[src/sv/oae_pkg.sv]
// ----------------------------------------------------------------------------
// oae_pkg
// Shared types and constants of the ordered array engine.
// ----------------------------------------------------------------------------
package oae_pkg;

    localparam int DEPTH_DEF = 128;
    localparam int WORD_W    = 32;

    localparam int ACTION_W  = 3;
    localparam int POS_W     = 8;
    localparam int STATUS_W  = 3;
    localparam int FOUND_W   = 7;
    localparam int COUNT_W   = 8;

    localparam int IN_BITS   = ACTION_W + POS_W + WORD_W;
    localparam int IN_W      = ((IN_BITS + 7) / 8) * 8;
    localparam int OUT_BITS  = STATUS_W + FOUND_W + 2 * WORD_W + COUNT_W;
    localparam int OUT_W     = ((OUT_BITS + 7) / 8) * 8;

    typedef enum logic [ACTION_W-1:0] {
        ACT_INSERT = 3'd0,
        ACT_DELETE = 3'd1,
        ACT_SEARCH = 3'd2,
        ACT_MINMAX = 3'd3,
        ACT_UPDATE = 3'd4
    } action_t;

    localparam logic [STATUS_W-1:0] STAT_OK     = 3'd0;
    localparam logic [STATUS_W-1:0] STAT_BADPOS = 3'd1;
    localparam logic [STATUS_W-1:0] STAT_FULL   = 3'd2;
    localparam logic [STATUS_W-1:0] STAT_MISS   = 3'd3;
    localparam logic [STATUS_W-1:0] STAT_EMPTY  = 3'd4;

endpackage

[src/sv/ordered_array_engine_top.sv]
// ----------------------------------------------------------------------------
// ordered_array_engine_top
// Ordered array of signed words with insert, delete, search, min/max and
// update, the entries held in one RAM.
//
//   Channel   Direction  Payload (lowest bit first)
//   s_axis    in         action[2:0], position[7:0], value[31:0]
//   m_axis    out        status[2:0], found_index[6:0], max_value[31:0],
//                        min_value[31:0], count[7:0]
//
// An insert or delete moves the entries from the given position onward,
// a search or min/max scans them from the first, a search stopping at its
// first hit, and an update writes its entry without a walk. The walk uses
// the single RAM read port, which reads the entries one per cycle, and the
// result appears as the input becomes ready.
// Reset clears the entry count only; the RAM contents are left as they are.
// One item is worked on at a time; a finished result waits in the output
// register while the next item is accepted and processed, and the next
// result is held back until the receiver has taken the one before it.
// ----------------------------------------------------------------------------
module ordered_array_engine_top
    import oae_pkg::*;
#(
    parameter int DEPTH = DEPTH_DEF
)
(
    input  logic             clk,
    input  logic             rst_n,
    input  logic             s_tvalid,
    output logic             s_tready,
    input  logic [IN_W-1:0]  s_tdata,   // action, position, value
    output logic             m_tvalid,
    input  logic             m_tready,
    output logic [OUT_W-1:0] m_tdata    // status, found_index, max, min, count
);

    localparam int ADDR_W = (DEPTH > 1) ? $clog2(DEPTH) : 1;
    localparam int CNT_W  = $clog2(DEPTH + 1);
    localparam int CMP_W  = (CNT_W > POS_W) ? CNT_W : POS_W;

    typedef enum logic [1:0] {
        S_IDLE,
        S_SHIFT,
        S_SCAN,
        S_FINISH
    } state_t;

    state_t                    state_reg;
    action_t                   action_reg;
    logic [ADDR_W-1:0]         pos_reg;
    logic [WORD_W-1:0]         value_reg;
    logic [STATUS_W-1:0]       status_reg;
    logic [CNT_W-1:0]          count_reg;
    logic [CNT_W-1:0]          remain_reg;
    logic [ADDR_W-1:0]         rd_addr_reg;
    logic                      pend_reg;
    logic [ADDR_W-1:0]         pend_addr_reg;
    logic                      hit_reg;
    logic [ADDR_W-1:0]         found_reg;
    logic signed [WORD_W-1:0]  max_reg;
    logic signed [WORD_W-1:0]  min_reg;
    logic                      final_wr_reg;
    logic                      m_tvalid_reg;
    logic [OUT_W-1:0]          m_tdata_reg;

    action_t                   in_action;
    logic [CMP_W-1:0]          in_pos;
    logic [CMP_W-1:0]          cnt_ext;
    logic [WORD_W-1:0]         in_value;
    logic                      accept;
    logic                      issue;
    logic                      walking;
    logic                      slot_free;
    logic                      ram_we;
    logic [ADDR_W-1:0]         ram_waddr;
    logic [WORD_W-1:0]         ram_wdata;
    logic [WORD_W-1:0]         ram_rdata;
    logic [STATUS_W-1:0]       res_status;
    logic [FOUND_W-1:0]        res_found;
    logic [WORD_W-1:0]         res_max;
    logic [WORD_W-1:0]         res_min;
    logic [CNT_W-1:0]          count_next;

    assign in_action = action_t'(s_tdata[ACTION_W-1:0]);
    assign in_pos    = CMP_W'(s_tdata[ACTION_W +: POS_W]);
    assign in_value  = s_tdata[ACTION_W+POS_W +: WORD_W];
    assign cnt_ext   = CMP_W'(count_reg);

    assign s_tready  = (state_reg == S_IDLE);
    assign accept    = s_tvalid && s_tready;
    assign walking   = (state_reg == S_SHIFT) || (state_reg == S_SCAN);
    assign issue     = walking && (remain_reg != '0) && !hit_reg;
    assign slot_free = !m_tvalid_reg || m_tready;

    assign m_tvalid  = m_tvalid_reg;
    assign m_tdata   = m_tdata_reg;

    always_comb
    begin
        ram_we    = 1'b0;
        ram_waddr = pend_addr_reg;
        ram_wdata = ram_rdata;
        if (state_reg == S_SHIFT && pend_reg)
        begin
            ram_we = 1'b1;
        end
        else if (state_reg == S_FINISH && final_wr_reg)
        begin
            ram_we    = 1'b1;
            ram_waddr = pos_reg;
            ram_wdata = value_reg;
        end
    end

    oae_ram
    #(
        .WIDTH (WORD_W),
        .DEPTH (DEPTH)
    )
    u_ram
    (
        .clk   (clk),
        .we    (ram_we),
        .waddr (ram_waddr),
        .wdata (ram_wdata),
        .raddr (rd_addr_reg),
        .rdata (ram_rdata)
    );

    always_comb
    begin
        res_status = status_reg;
        res_found  = '0;
        res_max    = '0;
        res_min    = '0;
        count_next = count_reg;
        if (status_reg == STAT_OK)
        begin
            case (action_reg)
                ACT_INSERT: count_next = count_reg + 1'b1;
                ACT_DELETE: count_next = count_reg - 1'b1;
                ACT_MINMAX:
                begin
                    res_max = max_reg;
                    res_min = min_reg;
                end
                default: ;
            endcase
        end
        else if (status_reg == STAT_MISS && hit_reg)
        begin
            res_status = STAT_OK;
            res_found  = FOUND_W'(found_reg);
        end
    end

    always_ff @(posedge clk or negedge rst_n)
    begin
        if (!rst_n)
        begin
            state_reg     <= S_IDLE;
            action_reg    <= ACT_INSERT;
            pos_reg       <= '0;
            value_reg     <= '0;
            status_reg    <= STAT_OK;
            count_reg     <= '0;
            remain_reg    <= '0;
            rd_addr_reg   <= '0;
            pend_reg      <= 1'b0;
            pend_addr_reg <= '0;
            hit_reg       <= 1'b0;
            found_reg     <= '0;
            max_reg       <= '0;
            min_reg       <= '0;
            final_wr_reg  <= 1'b0;
            m_tvalid_reg  <= 1'b0;
            m_tdata_reg   <= '0;
        end
        else
        begin
            if (m_tvalid_reg && m_tready)
            begin
                m_tvalid_reg <= 1'b0;
            end

            case (state_reg)
                S_IDLE:
                begin
                    if (accept)
                    begin
                        action_reg   <= in_action;
                        pos_reg      <= ADDR_W'(in_pos);
                        value_reg    <= in_value;
                        hit_reg      <= 1'b0;
                        pend_reg     <= 1'b0;
                        final_wr_reg <= 1'b0;
                        status_reg   <= STAT_OK;
                        state_reg    <= S_FINISH;
                        case (in_action)
                            ACT_INSERT:
                            begin
                                if (in_pos > cnt_ext)
                                begin
                                    status_reg <= STAT_BADPOS;
                                end
                                else if (count_reg == CNT_W'(DEPTH))
                                begin
                                    status_reg <= STAT_FULL;
                                end
                                else
                                begin
                                    rd_addr_reg  <= ADDR_W'(count_reg - 1'b1);
                                    remain_reg   <= CNT_W'(cnt_ext - in_pos);
                                    final_wr_reg <= 1'b1;
                                    state_reg    <= S_SHIFT;
                                end
                            end
                            ACT_DELETE:
                            begin
                                if (count_reg == '0)
                                begin
                                    status_reg <= STAT_EMPTY;
                                end
                                else if (in_pos >= cnt_ext)
                                begin
                                    status_reg <= STAT_BADPOS;
                                end
                                else
                                begin
                                    rd_addr_reg <= ADDR_W'(in_pos + 1'b1);
                                    remain_reg  <= CNT_W'(cnt_ext - in_pos - 1'b1);
                                    state_reg   <= S_SHIFT;
                                end
                            end
                            ACT_SEARCH, ACT_MINMAX:
                            begin
                                if (count_reg == '0)
                                begin
                                    status_reg <= STAT_EMPTY;
                                end
                                else
                                begin
                                    if (in_action == ACT_SEARCH)
                                    begin
                                        status_reg <= STAT_MISS;
                                    end
                                    rd_addr_reg <= '0;
                                    remain_reg  <= count_reg;
                                    state_reg   <= S_SCAN;
                                end
                            end
                            ACT_UPDATE:
                            begin
                                if (count_reg == '0)
                                begin
                                    status_reg <= STAT_EMPTY;
                                end
                                else if (in_pos >= cnt_ext)
                                begin
                                    status_reg <= STAT_BADPOS;
                                end
                                else
                                begin
                                    final_wr_reg <= 1'b1;
                                end
                            end
                            default: ;
                        endcase
                    end
                end

                S_SHIFT, S_SCAN:
                begin
                    pend_reg <= issue;
                    if (issue)
                    begin
                        remain_reg    <= remain_reg - 1'b1;
                        pend_addr_reg <= rd_addr_reg;
                        if (action_reg == ACT_INSERT)
                        begin
                            rd_addr_reg   <= rd_addr_reg - 1'b1;
                            pend_addr_reg <= rd_addr_reg + 1'b1;
                        end
                        else if (action_reg == ACT_DELETE)
                        begin
                            rd_addr_reg   <= rd_addr_reg + 1'b1;
                            pend_addr_reg <= rd_addr_reg - 1'b1;
                        end
                        else
                        begin
                            rd_addr_reg <= rd_addr_reg + 1'b1;
                        end
                    end
                    if (state_reg == S_SCAN && pend_reg && !hit_reg)
                    begin
                        if (action_reg == ACT_SEARCH)
                        begin
                            if (ram_rdata == value_reg)
                            begin
                                hit_reg   <= 1'b1;
                                found_reg <= pend_addr_reg;
                            end
                        end
                        else if (pend_addr_reg == '0)
                        begin
                            max_reg <= $signed(ram_rdata);
                            min_reg <= $signed(ram_rdata);
                        end
                        else
                        begin
                            if ($signed(ram_rdata) > max_reg)
                            begin
                                max_reg <= $signed(ram_rdata);
                            end
                            if ($signed(ram_rdata) < min_reg)
                            begin
                                min_reg <= $signed(ram_rdata);
                            end
                        end
                    end
                    if (!issue && !pend_reg)
                    begin
                        state_reg <= S_FINISH;
                    end
                end

                S_FINISH:
                begin
                    if (slot_free)
                    begin
                        count_reg    <= count_next;
                        m_tvalid_reg <= 1'b1;
                        m_tdata_reg  <= OUT_W'({COUNT_W'(count_next), res_min, res_max,
                                                res_found, res_status});
                        state_reg    <= S_IDLE;
                    end
                end

                default:
                begin
                    state_reg <= S_IDLE;
                end
            endcase
        end
    end

endmodule

[src/sv/oae_ram.sv]
// ----------------------------------------------------------------------------
// oae_ram
// Generic RAM with one write port and one read port, read data registered.
// ----------------------------------------------------------------------------
module oae_ram
#(
    parameter int WIDTH = 32,
    parameter int DEPTH = 128
)
(
    input  logic                     clk,
    input  logic                     we,
    input  logic [$clog2(DEPTH)-1:0] waddr,
    input  logic [WIDTH-1:0]         wdata,
    input  logic [$clog2(DEPTH)-1:0] raddr,
    output logic [WIDTH-1:0]         rdata
);

    logic [WIDTH-1:0] mem [DEPTH];

    always_ff @(posedge clk)
    begin
        if (we)
        begin
            mem[waddr] <= wdata;
        end
        rdata <= mem[raddr];
    end

endmodule
[config.mk]
export PLATFORM = sky130hd
export DESIGN_NAME = ordered_array_engine_top
export DESIGN_NICKNAME = d
export VERILOG_FILES = /design/src/sv/oae_pkg.sv /design/src/sv/ordered_array_engine_top.sv /design/src/sv/oae_ram.sv
export SDC_FILE = /design/constraint.sdc
export NUM_CORES = 2
export LEC_CHECK = 0
export BUFFER_PORTS_ARGS = -buffer_cell sky130_fd_sc_hd__buf_4
export CAP_MARGIN = 10
export CORE_ASPECT_RATIO = 1.5
export CORE_MARGIN = 2
export CORE_UTILIZATION = 55
export DETAILED_ROUTE_END_ITERATION = 10
export HOLD_SLACK_MARGIN = 0.12
export PLACE_DENSITY = 0.74
export SLEW_MARGIN = 5
export SYNTH_ARGS = -nofsm -noshare
export SYNTH_HDL_FRONTEND = slang
export SYNTH_SLANG_ARGS = --single-unit
[constraint.sdc]
create_clock -name clk -period 7.71 [get_ports clk]
set_clock_uncertainty 0.15 [all_clocks]
set_input_delay 0.771 -clock clk [delete_from_list [all_inputs] [get_ports clk]]
set_output_delay 0.771 -clock clk [all_outputs]
set_load 0.05 [all_outputs]
[Word level (Yosys, flattened, before mapping)]
Memory sizes are Yosys's and may differ from the RTL's. A register that Yosys moved wholly into a read port is not among the register bits.
Index checks and enable logic that the tools add are counted.
Storage, ports and cells
  register bits after elaboration: 234
  RAM bits: 4096
  input port bits: 52
  output and inout port bits: 90
  memories: 1
Memory list
  u_ram.mem: depth 128, width 32, rd ports 1, clocked after memory_dff 1, wr ports 1, line oae_ram.sv:19  | logic [WIDTH-1:0] mem [DEPTH];
Cells by class
  $add $sub $neg: 8
  magnitude comparators: 4
  equality and inequality tests: 26
  multiplexer cells: 74
  bitwise gates (word level): 1
  reduce and logical (&&, ||, !) cells: 39
Operator list (count)
  32-bit two-way mux: 10
  7-bit two-way mux: 14
  8-bit two-way mux: 8
  32-bit equality test: 1
  32-bit > comparator: 1
  32-bit < comparator: 1
  8-bit one-hot mux with 2 select lines: 2
  8-bit one-hot mux with 3 select lines: 1
  8-bit by 1-bit subtractor with 8-bit output, second input constant: 3
  7-bit one-hot mux with 3 select lines: 1
  2-bit two-way mux: 10
  1-bit two-way mux: 17
  3-bit by 2-bit equality test with 1-bit output, second input constant: 5
  3-bit inequality test, second input constant: 5
  7-bit by 1-bit adder with 7-bit output, second input constant: 2
  7-bit one-hot mux with 2 select lines: 1
  3-bit two-way mux: 4
  2-bit inequality test, second input constant: 6
  2-bit one-hot mux with 3 select lines: 2
  4-bit AND reduction: 3
  1-bit logical AND: 10
  3-bit logical NOT: 3
  3-bit one-hot mux with 3 select lines: 1
  9-bit AND reduction: 1
  other kinds (25): 40

[Depth between registers and ports, before layout]
  word-level depth: 8
  depth in mapped cells: 13
  mapped depth without buffers: 11

[By module]
A second synthesis with hierarchy kept.
Second synthesis, totals
  cell total of the unflattened synthesis: 7186
  area, all modules: 169207.3 um^2
By module, submodules not included
  oae_ram: instances 1, cells an instance 5990, area an instance 156257.4 um^2, sequential area each 123638.6 um^2
  ordered_array_engine_top: instances 1, cells an instance 1196, area an instance 12949.9 um^2, sequential area each 5655.4 um^2

[Least setup slack after synthesis]
No wires, ideal clock.
  kind: register to register
  from: reg state_reg[0]
  to: mem u_ram.mem[0][0], data pin
  data arrival time: 6.195 ns
  path slack: 0.167 ns
  cell stages (with the launch flop): 7
  clock period less this slack: 7.543 ns
  cells stage by stage: dfrtp_1 ha_1 nand2_1 a21oi_1 clkbuf_1 clkbuf_1 o21ai_0
Between the ends
  cells in the longest elaborated chain, start to end: 4
  elaborated cells on any way between the ends: 6
Ends and longest elaborated chain
  start, declared: line ordered_array_engine_top.sv:48  | state_t state_reg;
  start signal, assigned: line ordered_array_engine_top.sv:161  | state_reg <= S_IDLE;
  start signal, assigned: line ordered_array_engine_top.sv:198  | state_reg <= S_FINISH;
  start signal, assigned: line ordered_array_engine_top.sv:215  | state_reg <= S_SHIFT;
  2-bit equality test: line ordered_array_engine_top.sv:107  | else if (state_reg == S_FINISH && final_wr_reg)
  1-bit logical AND: line ordered_array_engine_top.sv:107
  32-bit two-way mux: line ordered_array_engine_top.sv:107
  32-bit two-way mux *: line ordered_array_engine_top.sv:103  | if (state_reg == S_SHIFT && pend_reg)
  via ram_wdata[0]: line ordered_array_engine_top.sv:76  | logic [WORD_W-1:0] ram_wdata;
  end, declared: line oae_ram.sv:19
The timed path passes the listed nets; every way through them passes the cells marked *.

[Worst setup path after layout]
  from: reg state_reg[0]
  to: mem u_ram.mem[2][5] (enable)
Between the ends
  cells in the longest elaborated chain, start to end: 6
  elaborated cells on any way between the ends: 10
Ends and longest elaborated chain
  2-bit equality test: line ordered_array_engine_top.sv:107
  1-bit logical AND: line ordered_array_engine_top.sv:107
  1-bit two-way mux: line ordered_array_engine_top.sv:107
  1-bit two-way mux: line ordered_array_engine_top.sv:103
  1-bit two-way mux: line oae_ram.sv:23  | if (we)
  1-bit two-way mux (not written as such): line oae_ram.sv:25  | mem[waddr] <= wdata;
Several ways; a longest one is shown, not always the timed one.

==> metrics.txt <==
max FFs per register=roughly 4k; DPL Wire Length=251000 um; final core utilization=61.9%; Hold Fails Final Rpt=0; Final Cycle Share=66.6%; worst hold path class=in -> reg; Inserted Clock Buffers=371; WP data arrival=approximately 5.5 ns; total wire length=450000 um; DRC=0; peak supply drop=0.375 mV; pre-CTS WS=2.75 ns; Die Wd=458 um; number of global-route vias before repair=between 80k and 90k; Core Area=between 300000 and 400000 um^2; LEAKAGE=roughly 60 nW; Main synth FF type=edfxtp_1; Clock Pin Slew Worst Setup and Hold Paths=about 0.070 ns; EDFF count, synth=between 4k and 5k; I/O pin cnt=142; via/cell ratio=6.76; Mapped Cells=~7.6k; first-pass GRT wire length=636000 um; CP endpoint kind=flip-flop; Antenna Nets Post-Route=0; WHS=0.194 ns; cell taking the most area after synthesis=edfxtp_1; fmax=about 200 MHz; count leader, synth=edfxtp_1; 1st-pass router iterations=6; die extent in y=685 um; # nets final=between 8k and 9k; syn_area_per_cell=around 22 um^2; TNS Setup=0 ns; crit-path max FO=48; fin crit period=a little over 5 ns; initial DRC count=approximately 12k; RSZ-0062 raised after global routing=no; GPL Wtd Cong=between 0.9 and 1; num rows=between 200 and 250; max cap viols=0; root buffer cell=clkbuf_16; Setup crit start kind=flip-flop; total number of vias=roughly 84k; grt total ovfl=0; crit-path cells=ha_1, nand2_1, a21oi_4, buf_4, mux2i_1, nand2b_1, nand2b_2, buf_4, nor2_4, buf_4; die area=313000 um^2; Synth top area share=72.4%; # fillers=about 20k; YS warnings=0; Worst path max stage delay=0.77 ns; async set-reset flop share out of synthesis=about 5.2%; synth unique cells=75; Setup WS post-layout=between 2 and 3 ns; Setup Viol. Count Final=0; setup bufs post-CTS=0; CP max-delay cell=mux2i_1; WL per Instance=36.4 um; Total Routing Usage GR=around 29%; Setup CP Type=reg -> reg; status=complete, no violations; CP required=between 8 and 9 ns; top cells by area, synth=edfxtp_1 72%, mux4_2 16%, dfrtp_1 3.3%; total power=approximately 74 mW; Max Root-Sink Buffers=4; worst path buffer plus inverter count=3; largest net degree at the start of global routing=~110; Slew Viols, Final=0; Worst slew margin=6.91%; Clock Latency Late Sink=between 0.9 and 1 ns; CTS resizes=0; Power Density=388 nW/um^2; Clock H-tree levels=5; share of cells above drive strength 1=30.2%; delay-heaviest family, CP=simple AND/OR/NAND/NOR gates; CTS tree=yes; post-synthesis sequential area ratio=76.1%; initial antenna violation count=16; FF+latch count, synth=~4.4k; Starting Density=55.3%; critical path's most frequent cell=buf_4; slew at the pin closest to its max-slew limit=between 1 and 1.5 ns; Post-Syn Area=approximately 170000 um^2; Area growth, synth to finish=11.8%; Num Clock Sinks=4354; synth cell count leaders=4096 x edfxtp_1, 1225 x mux4_2, 248 x nand2_1; # port buffers=130
metrics by stage:
| step | std cells | cell area, um^2 |
|---|---|---|
| 2_1_floorplan | 7625 | 170000 |
| 3_5_place_dp | 11644 | 177000 |
| 6_report | 12365 | 190000 |
| 5_1_grt | 12363 | 190000 |
| 4_1_cts | 12359 | 190000 |
| 3_3_place_gp | 11643 | 177000 |
metal layers:
| layer | vias to the layer above | share of wire (%) | wire length [um] | GRT usage (%) |
|---|---|---|---|---|
| met1 | 44391 | 33 | 149000 | 35.6 |
| li1 | 32837 | - | - | - |
| met3 | 994 | 9.4 | 42400 | 4.68 |
| met2 | 5331 | 50 | 225000 | 48.0 |
| met5 | - | 0.020 | 90 | 0 |
| met4 | 12 | 7.5 | 34000 | 17.7 |
worst reg2reg max path: cells and delay by family, from the launching register on:
kind,cells,cell delay [ns]
adders and majority gates,1,0.29
muxes,1,0.78
buffers and inverters,3,1.35
AOI/OAI and AO/OA,1,0.12
and+or+nand+nor,4,1.62
DFF,1,0.44
cell usage in the layout, fill, tap and decap left out, drive strengths merged, types with 14 or more instances in the layout:
cell	instances
nor2	214
clkinvlp	22
a221oi	19
buf	407
nand3	36
a22o	77
mux4	1225
nand2b	20
o21ai	65
dfrtp	226
nand4	25
dfxtp	32
a22oi	14
edfxtp	4096
nand2	248
o22ai	33
ha	86
nor3	34
clkinv	131
inv	113
a211oi	46
dlygate4sd3	44
xor2	23
bufinv	34
and2	24
a21oi	123
mux2	148
clkbuf	467
mux2i	105
nor2b	18
xnor2	43
power breakdown:
part | internal (mW) | switching (mW) | total (mW)
registers | 30.0 | 1.11 | 31.1
logic | 8.55 | 15.3 | 23.8
clock network | 10.3 | 8.45 | 18.8
total | 48.8 | 24.8 | 73.7
logic make-up (layout without fill, tap and decap cells):
kind of cell / Yosys count / count (layout) / synth area share, %
other: 1 / 10 / 0.00221
buffers and inverters: 498 / 1218 / 1.40
AND/OR/NAND/NOR: 677 / 677 / 1.79
XOR/XNOR: 66 / 66 / 0.340
adder cells (fa/ha/maj): 88 / 88 / 0.651
AO/OA/AOI/OAI: 458 / 458 / 1.84
multiplexers: 1478 / 1478 / 17.8
flip-flops: 4354 / 4354 / 76.1
final timing paths:
kind                              start              end  slack, ns  cells after the start
max in group asynchronous         rst_n    value_reg[28]       5.71                      3
hold / removal               s_tdata[8]       pos_reg[5]       0.19                      3
setup reg to reg           state_reg[0]  u_ram.mem[2][5]       2.58                     10
hold reg to reg             m_tdata[53]      m_tdata[53]       0.36                      1
min in group asynchronous         rst_n      m_tdata[69]       0.33                      2
setup / recovery           state_reg[0]  u_ram.mem[2][5]       2.58                     10
layout make-up:
type | count | area [um^2] | area share (%)
inverters | 96 | 364 | 0.192
well taps | 4016 | 5020 | 2.65
flip-flops and latches | 4354 | 129000 | 68.1
clock buffers | 467 | 9930 | 5.23
diodes | 4 | 10.0 | 0.00527
clock inverters | 204 | 2000 | 1.05
multi-input cells | 2773 | 39400 | 20.8
repair buffers | 451 | 3790 | 2.00
repair_timing:
item | CTS | global route
hold buffers | 44 | 0
setup endpoints to repair | 0 | 0
endpoints found under the hold margin | 145 | 0
No activity file was read; power rests on OpenSTA's default activity.
